### config.mk
export PLATFORM = sky130hd
export DESIGN_NAME = wls_div_pipe
export DESIGN_NICKNAME = d
export VERILOG_FILES = /design/src/rtl/assert_macros.svh /design/src/rtl/wls_pkg.sv /design/src/rtl/wls_div_pipe.sv
export SDC_FILE = /design/constraint.sdc
export NUM_CORES = 2
export LEC_CHECK = 0
export BUFFER_PORTS_ARGS = -buffer_cell sky130_fd_sc_hd__buf_4
export CAP_MARGIN = 0
export CORE_MARGIN = 8
export CORE_UTILIZATION = 60
export CTS_CLUSTER_DIAMETER = 50
export DETAILED_ROUTE_END_ITERATION = 12
export MAX_ROUTING_LAYER = met4
export PLACE_DENSITY = 0.77
export SETUP_SLACK_MARGIN = 0.5
export SLEW_MARGIN = 20
export SYNTH_ARGS = -nofsm -noshare
export SYNTH_HDL_FRONTEND = slang
export SYNTH_SLANG_ARGS = --single-unit
export TNS_END_PERCENT = 50
### constraint.sdc
create_clock -name clk -period 3.9 [get_ports clk]
set_clock_uncertainty 0.15 [all_clocks]
set_input_delay 0.78 -clock clk [delete_from_list [all_inputs] [get_ports clk]]
set_output_delay 0.78 -clock clk [all_outputs]
set_load 0.03 [all_outputs]
### src/rtl/assert_macros.svh
// Shared assertion macros. Define ASSERT_OFF to drop every check.
`ifndef ASSERT_MACROS_SVH
`define ASSERT_MACROS_SVH

`ifndef ASSERT_OFF
`define WLS_ASSERT(lbl, clk, rst_n, prop) \
	lbl: assert property (@(posedge clk) disable iff (!rst_n) (prop)) \
		else $error("assertion failed");
`define WLS_NEVER(lbl, clk, rst_n, expr) \
	lbl: assert property (@(posedge clk) disable iff (!rst_n) !(expr)) \
		else $error("forbidden condition seen");
`else
`define WLS_ASSERT(lbl, clk, rst_n, prop)
`define WLS_NEVER(lbl, clk, rst_n, expr)
`endif

`endif

### src/rtl/wls_pkg.sv
package wls_pkg;

	localparam int PIX_W    = 24;
	localparam int WGT_W    = 16;
	localparam int SAT_W    = 15;
	localparam int SAT_FRAC = 12;

	localparam int SUM_W  = WGT_W + 2;
	localparam int PROD_W = PIX_W + WGT_W + 1;
	localparam int ACC_W  = PIX_W + WGT_W + 2;

	localparam int CFG_IDX_W  = 2;
	localparam int CFG_DATA_W = WGT_W;

	localparam logic [CFG_IDX_W-1:0] CFG_SATURATION   = 2'd0;
	localparam logic [CFG_IDX_W-1:0] CFG_WEIGHT_RED   = 2'd1;
	localparam logic [CFG_IDX_W-1:0] CFG_WEIGHT_GREEN = 2'd2;
	localparam logic [CFG_IDX_W-1:0] CFG_WEIGHT_BLUE  = 2'd3;

	localparam logic [SAT_W-1:0] SAT_RESET   = 15'd4096;
	localparam logic [WGT_W-1:0] WR_RESET    = 16'd871;
	localparam logic [WGT_W-1:0] WG_RESET    = 16'd2929;
	localparam logic [WGT_W-1:0] WB_RESET    = 16'd296;
	localparam logic [WGT_W-1:0] WGT_FLAT    = 16'd1;
	localparam logic [SUM_W-1:0] SUM_FLAT    = 18'd3;

	localparam int FRONT_STAGES = 4;
	localparam int MIX_STAGES   = 5;
	localparam int LATENCY      = FRONT_STAGES + PIX_W + MIX_STAGES;

	typedef struct packed {
		logic signed [PIX_W-1:0] red_in;
		logic signed [PIX_W-1:0] green_in;
		logic signed [PIX_W-1:0] blue_in;
		logic                    row_last;
	} pix_in_t;

	typedef struct packed {
		logic signed [PIX_W-1:0] red_out;
		logic signed [PIX_W-1:0] green_out;
		logic signed [PIX_W-1:0] blue_out;
		logic                    row_last_out;
	} pix_out_t;

	// Word carried through the long-division stages.
	typedef struct packed {
		logic             neg;
		logic [SUM_W-1:0] rem;
		logic [PIX_W-1:0] qn;
		pix_in_t          pix;
	} div_word_t;

endpackage

### src/rtl/wls_div_pipe.sv
module wls_div_pipe (
	input  logic                      clk,
	input  logic                      arst_n,
	input  logic                      in_vld,
	input  wls_pkg::div_word_t        in_word,
	input  logic [wls_pkg::SUM_W-1:0] divisor,
	output logic                      out_vld,
	output wls_pkg::div_word_t        out_word
);
	import wls_pkg::*;

	// Element 0 is the stage input; element k holds the word after k quotient bits.
	div_word_t word_s [PIX_W+1];
	logic      vld_s  [PIX_W+1];

	always_comb begin
		word_s[0] = in_word;
		vld_s[0]  = in_vld;
	end

	for (genvar k = 0; k < PIX_W; k++) begin : g_step
		logic [SUM_W:0] trial;
		logic [SUM_W:0] diff;
		logic           ge;

		// Shift the next dividend bit into the remainder, subtract if it fits.
		assign trial = {word_s[k].rem, word_s[k].qn[PIX_W-1]};
		assign ge    = trial >= {1'b0, divisor};
		assign diff  = trial - {1'b0, divisor};

		always_ff @(posedge clk or negedge arst_n) begin
			if (!arst_n) begin
				vld_s[k+1] <= 1'b0;
			end else begin
				vld_s[k+1] <= vld_s[k];
			end
		end

		always_ff @(posedge clk) begin
			word_s[k+1].neg <= word_s[k].neg;
			word_s[k+1].rem <= ge ? diff[SUM_W-1:0] : trial[SUM_W-1:0];
			word_s[k+1].qn  <= {word_s[k].qn[PIX_W-2:0], ge};
			word_s[k+1].pix <= word_s[k].pix;
		end
	end

	assign out_vld  = vld_s[PIX_W];
	assign out_word = word_s[PIX_W];

endmodule

==> qor.json <==
{
  "run_status": {"value": "finished, final reports clean"},
  "floorplan.die_area": {"value": 150700, "unit": "um2"},
  "netlist-cell-type-count": {"value": 89},
  "worst_ep_required_time": {"value": 4460, "unit": "ps"},
  "clk_path_buf_depth": {"value": 4},
  "tritoncts.num_buffers": {"value": 288},
  "placed_cells_incl_taps": {"value": 8486},
  "yosys_most_used_dff": {"value": "dfxtp_1"},
  "report.final.hold_viol_count": {"value": 0},
  "top_level_ports": {"value": 254},
  "holdCritPathClass": {"value": "in2reg"},
  "htree_num_levels": {"value": 5},
  "synth_area": {"value": 83110, "unit": "um2"},
  "route.vias.total": {"value": 48080},
  "grt_pass1_vias": {"value": 49420},
  "post_route_cells_drive_above_1_share": {"value": 16.51, "unit": "%"},
  "reg2reg_slack": {"value": 850, "unit": "ps"},
  "synth.top_cells.by_count": {"value": "dfxtp_1, ha_1, a21oi_1"},
  "fmax": {"value": 308.6, "unit": "MHz"},
  "arrival": {"value": 3800, "unit": "ps"},
  "avgViaCountPerCell": {"value": 5.292},
  "synth_seq_cells": {"value": 2808},
  "postSynthCellCount": {"value": 6477},
  "layoutNonFillerInstCount": {"value": 9085},
  "synth_top_area_share": {"value": 67.06, "unit": "%"},
  "gp_congestion": {"value": 0.9089},
  "final_setup_fails": {"value": 0},
  "slew-limit-headroom": {"value": 28.10, "unit": "%"},
  "layout.cell_area.non_filler": {"value": 98400, "unit": "um2"},
  "start_util": {"value": 60.45, "unit": "%"},
  "postRouteWirelength": {"value": 167700, "unit": "um"},
  "fp.coreArea": {"value": 137500, "unit": "um2"},
  "clock_tree.root_cell": {"value": "clkbuf_16"},
  "met2_wirelength": {"value": 81950, "unit": "um"},
  "layout_min_cycle_time": {"value": 3240, "unit": "ps"},
  "critical_path.max_fanout": {"value": 13},
  "ant_nets": {"value": 0},
  "drv_cap": {"value": 0},
  "synthTopCellsByArea": {"value": "dfxtp_1, ha_1, mux2_2, a21oi_1, xnor2_1"},
  "detail_route.drc_violations": {"value": 0},
  "yosys_warnings": {"value": 0},
  "grt_antenna_before_repair": {"value": 3},
  "final.setup.worst_slack": {"value": 659.6, "unit": "ps"},
  "area.growth.synth_to_final": {"value": 18.39, "unit": "%"},
  "detailed_route_wirelength_on_metal3": {"value": 7696, "unit": "um"},
  "drt_iter0_markers": {"value": 3059},
  "grt_pass1_wl": {"value": 263900, "unit": "um"},
  "setup_repair_after_global_routing_missed_its_margin": {"value": "no"},
  "tightestPinTransition": {"value": 1078, "unit": "ps"},
  "floorplan.die.height": {"value": 388.2, "unit": "um"},
  "nets": {"value": 7684},
  "worst_setup_hold_path_clk_slew": {"value": 60, "unit": "ps"},
  "drt-pass1-iter-count": {"value": 5},
  "tritoncts_num_sinks": {"value": 2808},
  "leakagePower": {"value": 42.40, "unit": "nW"},
  "numPortBuffers": {"value": 253},
  "final_worst_path_period_share": {"value": 83.09, "unit": "%"},
  "drt-met1-wl": {"value": 71680, "unit": "um"},
  "grt_start_max_net_pins": {"value": 37},
  "postLayoutCoreUtil": {"value": 71.57, "unit": "%"},
  "synth.net_count": {"value": 7070},
  "final-max-slew-violation-count": {"value": 0},
  "start_kind": {"value": "input pin"},
  "wl_per_cell": {"value": 18.46, "unit": "um"},
  "chipWidth": {"value": 388.2, "unit": "um"},
  "global_route.usage.total": {"value": 22.32, "unit": "%"},
  "grt-ovfl-total": {"value": 0},
  "post-cts-setup-buffer-count": {"value": 0},
  "p_per_area": {"value": 926.9, "unit": "nW/um2"},
  "insertion_delay": {"value": 870, "unit": "ps"},
  "synth_enable_flop_cells": {"value": 0},
  "top_signal_layer_used": {"value": "met4"},
  "cts_tree": {"value": "yes"},
  "pre_cts_ws": {"value": 11.33, "unit": "ps"},
  "avgSynthCellArea": {"value": 12.83, "unit": "um2"},
  "synth_area_leader_cell": {"value": "dfxtp_1"},
  "synth_most_common_cell": {"value": "dfxtp_1"},
  "vdd_ir_drop_max": {"value": 557.9, "unit": "uV"},
  "tns": {"value": 0, "unit": "ps"},
  "rows": {"value": 136},
  "hpwlAfterDp": {"value": 103300, "unit": "um"},
  "async_reset_ff_share": {"value": 0.8547, "unit": "%"},
  "seq_area_frac_synth": {"value": 67.78, "unit": "%"},
  "path_type_of_the_worst_setup_path": {"value": "in2reg"},
  "post_dp_cell_area": {"value": 87900, "unit": "um2"},
  "type_of_destination_of_the_critical_path": {"value": "flip-flop"}
}
## timing repair
action                    in CTS  in global routing
resized for setup              0                  0
hold buffers                 109                  0
hold endpoints to repair     132                  0
## per-stage QoR
step | power (W) | hold slack [ps]
floorplan | 0.05696 | 159.6
global placement | 0.06334 | 159.5
detailed placement | 0.06389 | 162.1
CTS | 0.09153 | 2.993
global route | 0.09628 | 19.49
finish | 0.09120 | 64.80
## routing by layer
layer  track usage [%]  vias to the layer above
met4             8.726                        0
met1             26.87                    22740
li1                  -                    23630
met5                 -                        -
met2             37.84                     1294
met3             3.407                      423
## state kept, by name, summed over array words and instances (netlist names)
register / count
out_word: 116
g_step.trial: 437
out_vld: 1
word_s: 2231
vld_s: 23
## worst max-delay path, stage by stage
cell	delay, ps
dlygate4sd3_1	550
buf_4	150
ha_1	300
a21o_1	180
a21o_1	190
a2111oi_2	350
nor3_1	140
a2111o_1	470
a21o_1	180
buf_4	210
mux2_2	290
## cell type report
| type | count | area [um2] |
|---|---|---|
| Antenna cell | 3 | 7.507 |
| Clock buffer | 380 | 8120 |
| Clock inverter | 107 | 1284 |
| Fill cell | 9041 | 39090 |
| Inverter | 180 | 679.4 |
| Multi-Input combinational cell | 3293 | 25110 |
| Sequential cell | 2808 | 56330 |
| Tap cell | 1794 | 2245 |
| Timing Repair Buffer | 520 | 4614 |
## power breakdown
| group | internal [W] | leakage [nW] | switching (W) |
|---|---|---|---|
| combinational | 0.0134 | 14.0 | 0.0145 |
| sequential | 0.0338 | 23.8 | 0.00257 |
| clock | 0.0161 | 4.63 | 0.0109 |
| total | 0.0632 | 42.4 | 0.0280 |
## cell families after synthesis
family | Yosys count | synth area share [%]
and+or+nand+nor | 952 | 5.570
DFF | 2808 | 67.78
adders and majority gates | 456 | 7.082
AOI/OAI and AO/OA | 1264 | 9.792
xor gates and xnor gates | 309 | 3.256
buffers and inverters | 376 | 2.291
muxes | 312 | 4.227
## placed cells by master, fill, tap and decap left out, types with 48 or more instances in the layout
master         count
buf_4            376
a21o_1           115
nand3_1          114
dlygate4sd3_1    109
o21ai_0          266
xnor2_1          198
dfxtp_1         2784
mux2_2           243
xor2_1           111
nand2_1          221
a21oi_1          370
ha_1             429
nor2_1           260
inv_1            176
nor2b_1           48
o21a_1           112
nand4_1           48
clkbuf_16        294
nor3_1            61
## final timing paths
path                                  endpoint                 start  cells past startpoint
max                         g_step[1].trial[9]          in_word[108]                     11
min                        g_step[1].trial[14]          in_word[109]                      2
max reg2reg                      out_word[114]  g_step[23].trial[12]                      8
min reg2reg                       word_s[2033]          word_s[2149]                      0
max in group asynchronous            vld_s[16]                arst_n                      2
min in group asynchronous             vld_s[1]                arst_n                      2
Note: power is estimated with default switching activity, not from simulation.
