--- src/rtl/assert_macros.svh ---
// Shared assertion macros. Define ASSERT_OFF to drop every check.
`ifndef ASSERT_MACROS_SVH
`define ASSERT_MACROS_SVH

`ifndef ASSERT_OFF
`define WLS_ASSERT(lbl, clk, rst_n, prop) \
	lbl: assert property (@(posedge clk) disable iff (!rst_n) (prop)) \
		else $error("assertion failed");
`define WLS_NEVER(lbl, clk, rst_n, expr) \
	lbl: assert property (@(posedge clk) disable iff (!rst_n) !(expr)) \
		else $error("forbidden condition seen");
`else
`define WLS_ASSERT(lbl, clk, rst_n, prop)
`define WLS_NEVER(lbl, clk, rst_n, expr)
`endif

`endif

--- src/rtl/wls_pkg.sv ---
package wls_pkg;

	localparam int PIX_W    = 24;
	localparam int WGT_W    = 16;
	localparam int SAT_W    = 15;
	localparam int SAT_FRAC = 12;

	localparam int SUM_W  = WGT_W + 2;
	localparam int PROD_W = PIX_W + WGT_W + 1;
	localparam int ACC_W  = PIX_W + WGT_W + 2;

	localparam int CFG_IDX_W  = 2;
	localparam int CFG_DATA_W = WGT_W;

	localparam logic [CFG_IDX_W-1:0] CFG_SATURATION   = 2'd0;
	localparam logic [CFG_IDX_W-1:0] CFG_WEIGHT_RED   = 2'd1;
	localparam logic [CFG_IDX_W-1:0] CFG_WEIGHT_GREEN = 2'd2;
	localparam logic [CFG_IDX_W-1:0] CFG_WEIGHT_BLUE  = 2'd3;

	localparam logic [SAT_W-1:0] SAT_RESET   = 15'd4096;
	localparam logic [WGT_W-1:0] WR_RESET    = 16'd871;
	localparam logic [WGT_W-1:0] WG_RESET    = 16'd2929;
	localparam logic [WGT_W-1:0] WB_RESET    = 16'd296;
	localparam logic [WGT_W-1:0] WGT_FLAT    = 16'd1;
	localparam logic [SUM_W-1:0] SUM_FLAT    = 18'd3;

	localparam int FRONT_STAGES = 4;
	localparam int MIX_STAGES   = 5;
	localparam int LATENCY      = FRONT_STAGES + PIX_W + MIX_STAGES;

	typedef struct packed {
		logic signed [PIX_W-1:0] red_in;
		logic signed [PIX_W-1:0] green_in;
		logic signed [PIX_W-1:0] blue_in;
		logic                    row_last;
	} pix_in_t;

	typedef struct packed {
		logic signed [PIX_W-1:0] red_out;
		logic signed [PIX_W-1:0] green_out;
		logic signed [PIX_W-1:0] blue_out;
		logic                    row_last_out;
	} pix_out_t;

	// Word carried through the long-division stages.
	typedef struct packed {
		logic             neg;
		logic [SUM_W-1:0] rem;
		logic [PIX_W-1:0] qn;
		pix_in_t          pix;
	} div_word_t;

endpackage

--- src/rtl/wls_luma_mac.sv ---
`include "assert_macros.svh"

module wls_luma_mac (
	input  logic                          clk,
	input  logic                          arst_n,
	input  logic                          in_vld,
	input  wls_pkg::pix_in_t              pixel,
	input  logic [wls_pkg::WGT_W-1:0]     wr,
	input  logic [wls_pkg::WGT_W-1:0]     wg,
	input  logic [wls_pkg::WGT_W-1:0]     wb,
	input  logic [wls_pkg::SUM_W-2:0]     half,
	output logic                          out_vld,
	output wls_pkg::div_word_t            out_word
);
	import wls_pkg::*;

	logic vld_s1, vld_s2, vld_s3, vld_s4;
	pix_in_t pix_s1, pix_s2, pix_s3;
	logic signed [PROD_W-1:0] prod_r_s2, prod_g_s2, prod_b_s2;
	logic signed [ACC_W-1:0] acc_s3;
	div_word_t word_s4;

	logic signed [WGT_W:0] wr_x, wg_x, wb_x;
	logic signed [PIX_W-1:0] r1, g1, b1;
	logic [ACC_W-1:0] acc_u, num;
	logic neg;

	assign wr_x = {1'b0, wr};
	assign wg_x = {1'b0, wg};
	assign wb_x = {1'b0, wb};
	assign r1 = pix_s1.red_in;
	assign g1 = pix_s1.green_in;
	assign b1 = pix_s1.blue_in;

	// Rounding numerator |W| + S/2, formed with one add and a carry-in.
	assign neg = acc_s3[ACC_W-1];
	assign acc_u = acc_s3;
	assign num = (neg ? ~acc_u : acc_u) + ACC_W'(half) + ACC_W'(neg);

	always_ff @(posedge clk or negedge arst_n) begin
		if (!arst_n) begin
			vld_s1 <= 1'b0;
			vld_s2 <= 1'b0;
			vld_s3 <= 1'b0;
			vld_s4 <= 1'b0;
		end else begin
			vld_s1 <= in_vld;
			vld_s2 <= vld_s1;
			vld_s3 <= vld_s2;
			vld_s4 <= vld_s3;
		end
	end

	always_ff @(posedge clk) begin
		pix_s1 <= pixel;
		pix_s2 <= pix_s1;
		pix_s3 <= pix_s2;
		prod_r_s2 <= wr_x * r1;
		prod_g_s2 <= wg_x * g1;
		prod_b_s2 <= wb_x * b1;
		acc_s3 <= ACC_W'(prod_r_s2) + ACC_W'(prod_g_s2) + ACC_W'(prod_b_s2);
		word_s4.neg <= neg;
		word_s4.rem <= num[ACC_W-1:PIX_W];
		word_s4.qn  <= num[PIX_W-1:0];
		word_s4.pix <= pix_s3;
	end

	assign out_vld  = vld_s4;
	assign out_word = word_s4;

endmodule

--- config.mk ---
export PLATFORM = sky130hd
export DESIGN_NAME = wls_luma_mac
export DESIGN_NICKNAME = d
export VERILOG_FILES = /design/src/rtl/wls_pkg.sv /design/src/rtl/wls_luma_mac.sv
export VERILOG_INCLUDE_DIRS = /design/src /design/src/rtl
export SDC_FILE = /design/constraint.sdc
export NUM_CORES = 2
export LEC_CHECK = 0
export ABC_AREA = 1
export BUFFER_PORTS_ARGS = -buffer_cell sky130_fd_sc_hd__buf_2
export CAP_MARGIN = 20
export CORE_MARGIN = 2
export CORE_UTILIZATION = 50
export CTS_BUF_LIST = sky130_fd_sc_hd__clkbuf_2
export DETAILED_ROUTE_END_ITERATION = 12
export GPL_ROUTABILITY_DRIVEN = 0
export GPL_TIMING_DRIVEN = 1
export PLACE_DENSITY_LB_ADDON = 0.25
export SETUP_SLACK_MARGIN = 0.3
export SYNTH_ARGS = -nofsm -noshare
export SYNTH_HDL_FRONTEND = slang
export SYNTH_SLANG_ARGS = --single-unit
--- constraint.sdc ---
create_clock -name clk -period 5.87 [get_ports clk]
set_input_delay 0.2935 -clock clk [delete_from_list [all_inputs] [get_ports clk]]
set_output_delay 0.2935 -clock clk [all_outputs]
set_load 0.02 [all_outputs]
==> results.yml <==
place:
  place_area_mm2: 0.0665
  place_ws_ns: 0.0128
  dp_hpwl_um: 133000
  port-buffer-count: 257
sta:
  fin_setup_tns_ns: 0
  max_clock_freq_mhz: 184
  hold_viol: 0
  slew_headroom: 0.234
  slew_viol_final: 0
  rsz0062_at_grt: "yes"
  setup_violations: 0
  fin_ws_ns: 0.437
  min_period_ns: 5.43
  fin_skew_ns: 0.112
  hold-worst-slack_ns: 0.196
  worst_pin_slew_ns: 1.15
  period_share: 0.925
critical_path:
  worst_path_most_repeated_cell: "fa_1"
  rrSetupSlack_ns: 0.44
  worst_path_max_delay_cell: "fa_1"
  max_stage_delay_ns: 0.59
  startpoint: "r1[23]$_DFF_P_"
  cp_cell_sequence: "buf_8, nand2_2, fa_1, fa_1, clkinvlp_4, buf_12, fa_2, inv_2, fa_1, fa_1, inv_1, fa_1, ha_4, inv_1, nor3_2, nand2_1, nor2_1, nand3_1, nand4_1, nand2_1"
  crit_type: "flip-flop to flip-flop"
  endpoint_kind: "flip-flop"
  cp.arrival_ns: 6.86
  crit_path_end: "prod_r_s2[39]$_DFF_P_"
  required_ns: 7.29
  rr_worst_depth: 20
  reg2reg_to: "prod_r_s2[39]$_DFF_P_"
  r2r-start: "r1[23]$_DFF_P_"
  path_max_fanout: 6
  start_kind: "flip-flop"
yosys:
  synth_ff_type: "dfxtp_1"
  async_reset_ff_frac: 0.00794
  syn_inst: 8127
  synth_commonest_cells: "nand2_1 (2462), inv_1 (2381), fa_1 (1174)"
  synth_edf_count: 0
  synth.most_common_cell: "nand2_1"
  yosys-top-cells-area: "fa_1 (38%), dfxtp_1 (16%), nand2_1 (15%), inv_1 (14%), ha_1 (7.2%)"
  yosysWarnings: 0
  synth_nets: 9801
  ys_ff_latch: 504
  yosysTopAreaCell: "fa_1"
  synth_area_mm2: 0.0626
  ys_types: 37
  netlist.area_leader.share: 0.375
  yosysSeqAreaShare: 0.161
  avgSynthCellArea_um2: 7.71
drt:
  wl_um: 164000
  drc: 0
  first_pass_iters: 8
  vias: 51300
  ant_nets: 0
  drtIter0Drc: 3599
  wl_per_cell_um: 15.6
  viasPerCell: 4.87
clock_tree:
  clk_pin_slew_ns: 0.10
  clockBufferDepth: 3
  cts_root_buf: "clkbuf_2"
  clock_sinks: 504
  htreeDepth: 4
  cts_buffers: 133
  clkLatencyLatePin_ns: 1.54
  cts_tree: "done"
floorplan:
  die_h_um: 358
  coreArea_mm2: 0.124
  io_pins: 258
  start_util: 0.505
  die-area_mm2: 0.128
  fp.dieW_um: 358
  core.rowCount: 129
worst_hold_path:
  worst_hold_path_type: "primary input to flip-flop"
grt:
  grt_pass1_vias: 53200
  grt_pass1_wl_um: 269000
  gr-total-overflow: 0
  grt_max_degree: 31
  antenna_found_initial: 5
  grtUsageTotal: 0.264
layout:
  n_fill_cell: 11200
  areaGrowthSynthToFinish_pct: 16.0
  drive_above_1_share: 0.117
  num-nets-final: 10500
  multi_input_comb_area_mm2: 0.0438
  area.sequential_mm2: 0.0103
  fin_area_mm2: 0.0726
job:
  max-cap-violations: 0
outcome:
  status: "finished, final reports clean"
-- cell usage in the layout (no fill, tap or decap), drive strengths merged, types with 6 or more instances in the layout --
cell type    instances
clkbuf             183
nand4               45
inv               2383
nor3                19
fa                1174
buf                490
nand3              229
xnor2               20
a21o                 6
diode                8
dfxtp              500
xor2               115
ha                 359
a21oi              124
o21bai              29
nor2               343
clkinvlp             8
o21ai               35
nand3b              14
clkinv              36
dlygate4sd3        299
nand2             2467
-- state kept, by name, summed over array words and instances (netlist names) --
register / cells
vld_s1: 1
prod_g_s2: 41
prod_r_s2: 41
r1: 24
vld_s2: 1
pix_s3: 73
acc_s3: 42
g1: 24
out_vld: 1
pix_s1: 1
pix_s2: 73
vld_s3: 1
out_word: 116
b1: 24
prod_b_s2: 41
-- how the worst min path moves through the flow --
stage | end | startpoint | depth (start not counted) | slack [ns]
floorplan | out_vld$_DFF_PN0_ | arst_n | 0 | -0.002
global placement | out_vld$_DFF_PN0_ | arst_n | 1 | 0.09
detailed placement | out_vld$_DFF_PN0_ | arst_n | 1 | 0.10
CTS | out_vld$_DFF_PN0_ | arst_n | 4 | 0.005
global route | prod_g_s2[2]$_DFF_P_ | wg[0] | 7 | 0.10
finish | prod_g_s2[2]$_DFF_P_ | wg[2] | 6 | 0.20
-- metrics by stage --
| step | std cells | util |
|---|---|---|
| floorplan | 8127 | - |
| global placement | 9964 | 0.537 |
| detailed placement | 9964 | 0.537 |
| CTS | 10500 | 0.572 |
| global route | 10500 | 0.586 |
| finish | 10500 | 0.586 |
-- worst max-delay path: cells and delay by family (launching register included) --
family	cells	cell delay, ns
fa+ha+maj	7	3.48
buf+inv	6	0.65
flops	1	0.42
simple gates	7	0.81
-- what timing repair did --
| action | CTS | global route |
|---|---|---|
| pin swaps | 2 | 71 |
| endpoints found under the hold margin | 141 | 0 |
| gates resized for setup | 56 | 386 |
| cloned | 0 | 1 |
| endpoints found under the setup margin | 47 | 74 |
| hold buffers | 299 | 0 |
| setup buffers | 0 | 43 |
-- kinds of logic (layout without fill, tap and decap cells) --
| kind of cell | after synthesis | in the layout | share of synthesized area |
|---|---|---|---|
| buffers and inverters | 2628 | 3403 | 0.158 |
| DFF | 504 | 504 | 0.161 |
| AOI/OAI and AO/OA | 201 | 201 | 0.0178 |
| xor gates and xnor gates | 135 | 135 | 0.0197 |
| other | 0 | 8 | 0 |
| adders and majority gates | 1533 | 1533 | 0.447 |
| and+or+nand+nor | 3126 | 3126 | 0.196 |
-- routing by layer --
layer / track usage / share of wire / up-vias
li1: - / - / 24300
met1: 0.354 / 0.43 / 25000
met2: 0.443 / 0.48 / 1754
met3: 0.0352 / 0.063 / 292
met4: 0.0871 / 0.028 / 0
met5: 0 / 0 / -
-- cell type report --
type | instances | share of cell area
Sequential cell | 504 | 0.141
Timing Repair Buffer | 789 | 0.0866
Clock buffer | 183 | 0.0126
Multi-Input combinational cell | 4995 | 0.603
Antenna cell | 8 | 0.000276
Inverter | 2382 | 0.123
Clock inverter | 49 | 0.00446
Tap cell | 1637 | 0.0282
Power is left out: the tool's default activity adds up to more than one toggle a clock period on the data nets, which glitch-free logic cannot reach.
