[src/rtl/assert_macros.svh]
// Shared assertion macros. Define ASSERT_OFF to drop every check.
`ifndef ASSERT_MACROS_SVH
`define ASSERT_MACROS_SVH

`ifndef ASSERT_OFF
`define WLS_ASSERT(lbl, clk, rst_n, prop) \
	lbl: assert property (@(posedge clk) disable iff (!rst_n) (prop)) \
		else $error("assertion failed");
`define WLS_NEVER(lbl, clk, rst_n, expr) \
	lbl: assert property (@(posedge clk) disable iff (!rst_n) !(expr)) \
		else $error("forbidden condition seen");
`else
`define WLS_ASSERT(lbl, clk, rst_n, prop)
`define WLS_NEVER(lbl, clk, rst_n, expr)
`endif

`endif

[src/rtl/wls_pkg.sv]
package wls_pkg;

	localparam int PIX_W    = 24;
	localparam int WGT_W    = 16;
	localparam int SAT_W    = 15;
	localparam int SAT_FRAC = 12;

	localparam int SUM_W  = WGT_W + 2;
	localparam int PROD_W = PIX_W + WGT_W + 1;
	localparam int ACC_W  = PIX_W + WGT_W + 2;

	localparam int CFG_IDX_W  = 2;
	localparam int CFG_DATA_W = WGT_W;

	localparam logic [CFG_IDX_W-1:0] CFG_SATURATION   = 2'd0;
	localparam logic [CFG_IDX_W-1:0] CFG_WEIGHT_RED   = 2'd1;
	localparam logic [CFG_IDX_W-1:0] CFG_WEIGHT_GREEN = 2'd2;
	localparam logic [CFG_IDX_W-1:0] CFG_WEIGHT_BLUE  = 2'd3;

	localparam logic [SAT_W-1:0] SAT_RESET   = 15'd4096;
	localparam logic [WGT_W-1:0] WR_RESET    = 16'd871;
	localparam logic [WGT_W-1:0] WG_RESET    = 16'd2929;
	localparam logic [WGT_W-1:0] WB_RESET    = 16'd296;
	localparam logic [WGT_W-1:0] WGT_FLAT    = 16'd1;
	localparam logic [SUM_W-1:0] SUM_FLAT    = 18'd3;

	localparam int FRONT_STAGES = 4;
	localparam int MIX_STAGES   = 5;
	localparam int LATENCY      = FRONT_STAGES + PIX_W + MIX_STAGES;

	typedef struct packed {
		logic signed [PIX_W-1:0] red_in;
		logic signed [PIX_W-1:0] green_in;
		logic signed [PIX_W-1:0] blue_in;
		logic                    row_last;
	} pix_in_t;

	typedef struct packed {
		logic signed [PIX_W-1:0] red_out;
		logic signed [PIX_W-1:0] green_out;
		logic signed [PIX_W-1:0] blue_out;
		logic                    row_last_out;
	} pix_out_t;

	// Word carried through the long-division stages.
	typedef struct packed {
		logic             neg;
		logic [SUM_W-1:0] rem;
		logic [PIX_W-1:0] qn;
		pix_in_t          pix;
	} div_word_t;

endpackage

[src/rtl/wls_mix.sv]
`include "assert_macros.svh"

module wls_mix (
	input  logic                      clk,
	input  logic                      arst_n,
	input  logic                      in_vld,
	input  wls_pkg::div_word_t        in_word,
	input  logic [wls_pkg::SAT_W-1:0] sat,
	output logic                      done,
	output wls_pkg::pix_out_t         result
);
	import wls_pkg::*;

	localparam int LUMA_W = PIX_W + 1;
	localparam int DIFF_W = PIX_W + 2;
	localparam int MUL_W  = DIFF_W + SAT_W + 1;
	localparam int ADJ_W  = MUL_W - SAT_FRAC;
	localparam int V_W    = ADJ_W + 1;
	localparam logic signed [MUL_W-1:0] RND_HALF = MUL_W'(1) <<< (SAT_FRAC - 1);
	localparam logic signed [V_W-1:0] V_HI =
		{{(V_W-PIX_W+1){1'b0}}, {(PIX_W-1){1'b1}}};
	localparam logic signed [V_W-1:0] V_LO = ~V_HI;

	// Round to nearest, ties away from zero: bias by half, one less when negative.
	function automatic logic signed [ADJ_W-1:0] rnd(input logic signed [MUL_W-1:0] p);
		logic signed [MUL_W-1:0] s;
		s = p + (p[MUL_W-1] ? RND_HALF - MUL_W'(1) : RND_HALF);
		return s[MUL_W-1:SAT_FRAC];
	endfunction

	function automatic logic signed [PIX_W-1:0] clamp(input logic signed [V_W-1:0] v);
		logic signed [V_W-1:0] c;
		c = v;
		if (v > V_HI)
			c = V_HI;
		if (v < V_LO)
			c = V_LO;
		return c[PIX_W-1:0];
	endfunction

	logic vld_s1, vld_s2, vld_s3, vld_s4, vld_s5;
	logic last_s1, last_s2, last_s3, last_s4;
	logic signed [LUMA_W-1:0] luma_s1, luma_s2, luma_s3, luma_s4;
	logic signed [PIX_W-1:0]  chan_s1 [3];
	logic signed [DIFF_W-1:0] diff_s2 [3];
	logic signed [MUL_W-1:0]  prod_s3 [3];
	logic signed [ADJ_W-1:0]  adj_s4  [3];
	pix_out_t res_s5;

	logic signed [LUMA_W-1:0] q_ext;
	logic signed [SAT_W:0]    sat_x;
	logic signed [PIX_W-1:0]  out_c   [3];

	assign q_ext = {1'b0, in_word.qn};
	assign sat_x = {1'b0, sat};

	always_comb begin
		for (int c = 0; c < 3; c++) begin
			out_c[c] = clamp(V_W'(luma_s4) + V_W'(adj_s4[c]));
		end
	end

	always_ff @(posedge clk or negedge arst_n) begin
		if (!arst_n) begin
			vld_s1 <= 1'b0;
			vld_s2 <= 1'b0;
			vld_s3 <= 1'b0;
			vld_s4 <= 1'b0;
			vld_s5 <= 1'b0;
		end else begin
			vld_s1 <= in_vld;
			vld_s2 <= vld_s1;
			vld_s3 <= vld_s2;
			vld_s4 <= vld_s3;
			vld_s5 <= vld_s4;
		end
	end

	always_ff @(posedge clk) begin
		luma_s1    <= in_word.neg ? -q_ext : q_ext;
		chan_s1[0] <= in_word.pix.red_in;
		chan_s1[1] <= in_word.pix.green_in;
		chan_s1[2] <= in_word.pix.blue_in;
		last_s1    <= in_word.pix.row_last;

		for (int c = 0; c < 3; c++) begin
			diff_s2[c] <= DIFF_W'(chan_s1[c]) - DIFF_W'(luma_s1);
			prod_s3[c] <= diff_s2[c] * sat_x;
			adj_s4[c]  <= rnd(prod_s3[c]);
		end
		luma_s2 <= luma_s1;
		luma_s3 <= luma_s2;
		luma_s4 <= luma_s3;
		last_s2 <= last_s1;
		last_s3 <= last_s2;
		last_s4 <= last_s3;

		res_s5.red_out      <= out_c[0];
		res_s5.green_out    <= out_c[1];
		res_s5.blue_out     <= out_c[2];
		res_s5.row_last_out <= last_s4;
	end

	assign done   = vld_s5;
	assign result = res_s5;

	// Rounding never flips the sign of the scaled difference; checked on the red channel.
	`WLS_ASSERT(a_round_keeps_pos, clk, arst_n, vld_s4 && !$past(prod_s3[0][MUL_W-1]) |-> !adj_s4[0][ADJ_W-1])
	`WLS_NEVER(a_round_keeps_neg, clk, arst_n, vld_s4 && $past(prod_s3[0][MUL_W-1]) && !adj_s4[0][ADJ_W-1] && adj_s4[0] != '0)
endmodule

[config.mk]
export PLATFORM = sky130hd
export DESIGN_NAME = wls_mix
export DESIGN_NICKNAME = d
export VERILOG_FILES = /design/src/rtl/wls_pkg.sv /design/src/rtl/wls_mix.sv
export VERILOG_INCLUDE_DIRS = /design/src /design/src/rtl
export SDC_FILE = /design/constraint.sdc
export NUM_CORES = 2
export LEC_CHECK = 0
export ABC_AREA = 0
export BUFFER_PORTS_ARGS = -buffer_cell sky130_fd_sc_hd__buf_2
export CORE_MARGIN = 2
export CORE_UTILIZATION = 53
export CTS_CLUSTER_DIAMETER = 200
export DETAILED_ROUTE_END_ITERATION = 7
export HOLD_SLACK_MARGIN = 0.1
export PLACE_DENSITY = 0.79
export SYNTH_ARGS = -nofsm -noshare
export SYNTH_HDL_FRONTEND = slang
export SYNTH_SLANG_ARGS = --single-unit
export TNS_END_PERCENT = 100
[constraint.sdc]
create_clock -name clk -period 14.8 [get_ports clk]
set_clock_uncertainty 0.15 [all_clocks]
set_input_delay 2.22 -clock clk [delete_from_list [all_inputs] [get_ports clk]]
set_output_delay 2.22 -clock clk [all_outputs]
set_load 0.01 [all_outputs]
==> metrics.log <==
INFO  metric r2r_endpoint = prod_s3[0][41]$_DFF_P_
INFO  metric netlist.area_leader.share = around 35%
INFO  metric route.vias.total = 47200
INFO  metric growth_of_design_area_from_synthesis_to_finish = 6.91%
INFO  metric setup_viol = 0
INFO  metric postSynthNetCount = 8677
INFO  metric worst_r2r_startpoint = diff_s2[0][13]$_DFF_P_
INFO  metric core-area = about 0.12 mm²
INFO  metric post_drt_via_cell_ratio = approximately 5.5
INFO  metric synth.lib_cells_used.distinct = between 80 and 90
INFO  metric dr.first_iter.drc_count = 3673
INFO  metric synthArstFlopShare = less than 1%
INFO  metric period_minus_slack = 9.83 ns
INFO  metric dpl_worst_slack = roughly 4.4 ns
INFO  metric maxCapViolCount = 0
INFO  metric timing.critical_path.from = sat[2]
INFO  metric cts_tree = built
INFO  metric die-area = about 0.12 mm²
INFO  metric tritoncts.num_buffers = 60
INFO  metric number_of_antenna_violating_nets_in_the_routed_design = 0
INFO  metric grt_pass1_vias = between 50000 and 60000
INFO  metric dieWidth = between 300 and 400 µm
INFO  metric number_of_placed_i_o_pins = around 210
INFO  metric worst_setup_path_end_kind = flip-flop
INFO  metric post_cts_resized = 0
INFO  metric grt_max_degree = 79
INFO  metric finalWeightedCongestion = slightly below 1
INFO  metric holdCritPathClass = reg -> reg
INFO  metric number_of_clock_sinks = between 500 and 600
INFO  metric netlist_top_cells_area = sky130_fd_sc_hd__fa_1, sky130_fd_sc_hd__dfxtp_1, sky130_fd_sc_hd__ha_1
INFO  metric worst_hold_slack = between 0.1 and 0.15 ns
INFO  metric detail_route.wirelength = approximately 160000 µm
INFO  metric max-slew-margin-rel = between 10% and 20%
INFO  metric grt.overflow.total = 0
INFO  metric finish.utilization = 57.1%
INFO  metric place.detailed.hpwl = roughly 130000 µm
INFO  metric clock_latency_at_the_later_pin_of_the_worst_skew_pair = approximately 0.68 ns
INFO  metric drive_gt1_share = under 10%
INFO  metric tightestPinTransition = 1.21 ns
INFO  metric synth.cell_area = between 0.06 and 0.07 mm²
INFO  metric synth_warnings = 0
INFO  metric row_count = approximately 130
INFO  metric timing.final.hold_violations = 0
INFO  metric postSynthCellCount = 6904
INFO  metric die_y = between 300 and 400 µm
INFO  metric wire_per_inst = roughly 19 µm
INFO  metric synth_enable_flop_cells = 0
INFO  metric finalSetupTns = 0 ns
INFO  metric crit_path_max_fanout = between 50 and 60
INFO  metric drv_slew = 0
INFO  metric achievable-frequency = approximately 0.10 GHz
INFO  metric fin_nets = 8708
INFO  metric postSynth.topFlopCell = sky130_fd_sc_hd__dfxtp_1
INFO  metric post-route-period-util = between 60% and 70%
INFO  metric outcome = complete, no violations
INFO  metric worst-r2r-cell-count = 21
INFO  metric route.detailed.drc = 0
INFO  metric placement.io_buffers = between 150 and 200
INFO  metric synth_seq_area_share = approximately 17%
INFO  metric cts_max_path_bufs = 3
INFO  metric floorplan.initialDensity = ~53%
INFO  metric critPathKind = in -> reg
INFO  metric register_clock_pin_slew_on_the_reported_worst_setup_and_hold_paths = 0.06 ns
INFO  metric count_of_state_elements_after_synthesis = 548
INFO  metric track_usage = 27.3%
INFO  metric drtPass1Iterations = 6
INFO  metric r2r_setup_slack = 6.95 ns
INFO  metric root_buffer = sky130_fd_sc_hd__clkbuf_16
INFO  metric post_cts_buffers = 0
INFO  metric grt_setup_unrepaired = false
INFO  metric antenna_found_initial = 13
INFO  metric critical_path.startpoint_type = input port
INFO  metric cp_data_required_time = between 15 and 20 ns
INFO  metric cts_hold_repair.buffers = 0
INFO  metric ctsHtreeMaxLevel = 2
INFO  metric syn_avg_cell_area = ~9.3 µm²
INFO  metric timing.critical_path.to = prod_s3[0][81]$_DFF_P_
INFO  metric n_fill_cell = 10000
INFO  metric worst_ep_arrival_time = about 10 ns
INFO  metric synth.largest_area_cell = sky130_fd_sc_hd__fa_1
INFO  metric final_worst_slack = 4.97 ns
INFO  metric grt_pass1_wl = ~260000 µm
==> synth_stat cells, drive strengths merged (8+ instances only) <==
cell,count
nor2,202
nand2,794
or4,8
or2,20
a211oi,28
xor2,115
nor2b,33
o211ai,26
a21boi,14
o21bai,30
ha,505
o21ai,169
clkbuf,237
and4,12
and3,35
or3,21
o21a,44
a21o,105
a31o,12
a221oi,9
and2,557
o31ai,22
a41oi,10
nand4,40
nor3,58
a211o,16
nor4,12
dfxtp,543
xnor2,241
a21oi,254
inv,1350
a2111oi,12
o31a,8
nand3,74
fa,1134
a31oi,21
nand2b,37
==> cells in the final DEF (no fill, tap or decap), types with 40 or more instances in the layout <==
master / netlist / layout
sky130_fd_sc_hd__fa_1: 1134 / 1134
sky130_fd_sc_hd__o21a_1: 44 / 44
sky130_fd_sc_hd__nand2_1: 794 / 794
sky130_fd_sc_hd__inv_1: 1350 / 1350
sky130_fd_sc_hd__nand4_1: 40 / 40
sky130_fd_sc_hd__ha_1: 505 / 505
sky130_fd_sc_hd__buf_2: 3 / 189
sky130_fd_sc_hd__nor3_1: 58 / 58
sky130_fd_sc_hd__clkbuf_16: 0 / 61
sky130_fd_sc_hd__xor2_1: 115 / 115
sky130_fd_sc_hd__o21ai_0: 148 / 148
sky130_fd_sc_hd__a21o_1: 105 / 105
sky130_fd_sc_hd__xnor2_1: 241 / 241
sky130_fd_sc_hd__and2_1: 557 / 557
sky130_fd_sc_hd__dfxtp_1: 543 / 543
sky130_fd_sc_hd__nand3_1: 74 / 74
sky130_fd_sc_hd__nor2_1: 202 / 202
sky130_fd_sc_hd__a21oi_1: 254 / 254
==> critical path, stage by stage <==
cell and delay [ns]:
sky130_fd_sc_hd__buf_2 0.52, sky130_fd_sc_hd__buf_4 0.80, sky130_fd_sc_hd__nand2_1 0.16, sky130_fd_sc_hd__fa_1 0.53, sky130_fd_sc_hd__fa_1 0.52, sky130_fd_sc_hd__fa_1 0.51, sky130_fd_sc_hd__inv_1 0.06, sky130_fd_sc_hd__fa_1 0.49
sky130_fd_sc_hd__fa_1 0.50, sky130_fd_sc_hd__inv_1 0.05, sky130_fd_sc_hd__fa_1 0.48, sky130_fd_sc_hd__inv_1 0.04, sky130_fd_sc_hd__ha_1 0.33, sky130_fd_sc_hd__a21o_1 0.20, sky130_fd_sc_hd__a21o_1 0.17, sky130_fd_sc_hd__a21oi_1 0.14
sky130_fd_sc_hd__o21ai_1 0.13, sky130_fd_sc_hd__a21oi_1 0.25, sky130_fd_sc_hd__o21ai_1 0.20, sky130_fd_sc_hd__a41o_1 0.38, sky130_fd_sc_hd__a2111oi_0 1.05, sky130_fd_sc_hd__o211ai_1 0.19, sky130_fd_sc_hd__and4b_1 0.23
==> through the flow <==
stage / cells / instance area [µm²]
6_report: 8602 / 68500
5_1_grt: 8599 / 68500
4_1_cts: 8599 / 68500
3_5_place_dp: 8485 / 66400
3_3_place_gp: 8485 / 66400
2_1_floorplan: 6904 / 64100
==> registers in the layout (all words and copies together), names as in the netlist, 25 cells and up <==
name,flops
prod_s3,126
luma_s2,25
result,73
chan_s1,72
diff_s2,78
adj_s4,90
luma_s1,25
luma_s4,25
luma_s3,25
==> layer usage <==
layer | track usage [%] | part of all wire [%] | vias to the layer above | wire [µm]
met5 | 0.785 | 0.12 | - | 204
met4 | 10.3 | 3.8 | 12 | 6310
met3 | 8.51 | 11 | 423 | 18800
met2 | 44.4 | 45 | 2053 | 74400
met1 | 33.9 | 39 | 23300 | 64600
li1 | - | - | 21400 | -
==> how the worst min path moves through the flow <==
stage	start	to	slack [ns]	cells after the start
floorplan	last_s1$_DFF_P_	last_s2$_DFF_P_	0.16	0
global placement	last_s4$_DFF_P_	result[0]$_DFF_P_	0.16	0
detailed placement	luma_s3[0]$_DFF_P_	luma_s4[0]$_DFF_P_	0.16	0
CTS	luma_s2[6]$_DFF_P_	luma_s3[6]$_DFF_P_	0.13	0
global route	luma_s2[6]$_DFF_P_	luma_s3[6]$_DFF_P_	0.15	0
finish	luma_s2[6]$_DFF_P_	luma_s3[6]$_DFF_P_	0.13	0
==> final cells by class <==
cell class                 count  area (µm²)  area share, %
tap                         1612        2020           2.94
clock inverter                42         512          0.747
antenna                        3        7.51         0.0110
clock buffer                  72        1660           2.42
timing repair buffer         213        1130           1.64
multi-input combinational   4762       47200           68.8
sequential                   548       11000           16.0
inverter                    1350        5070           7.39
==> kinds of logic (layout without fill, tap and decap cells) <==
kind of cell,after synthesis,after routing,share of synthesized area [%]
flip-flops,548,548,17.1
AO/OA/AOI/OAI,844,844,8.60
other,0,3,0
AND/OR/NAND/NOR,1920,1920,14.7
buffers and inverters,1594,1677,9.37
adder cells (fa/ha/maj),1639,1639,45.3
multiplexers,3,3,0.0488
XOR/XNOR,356,356,4.86
Power is left out: the tool's default activity adds up to more than one toggle a clock period on the data nets, which glitch-free logic cannot reach.
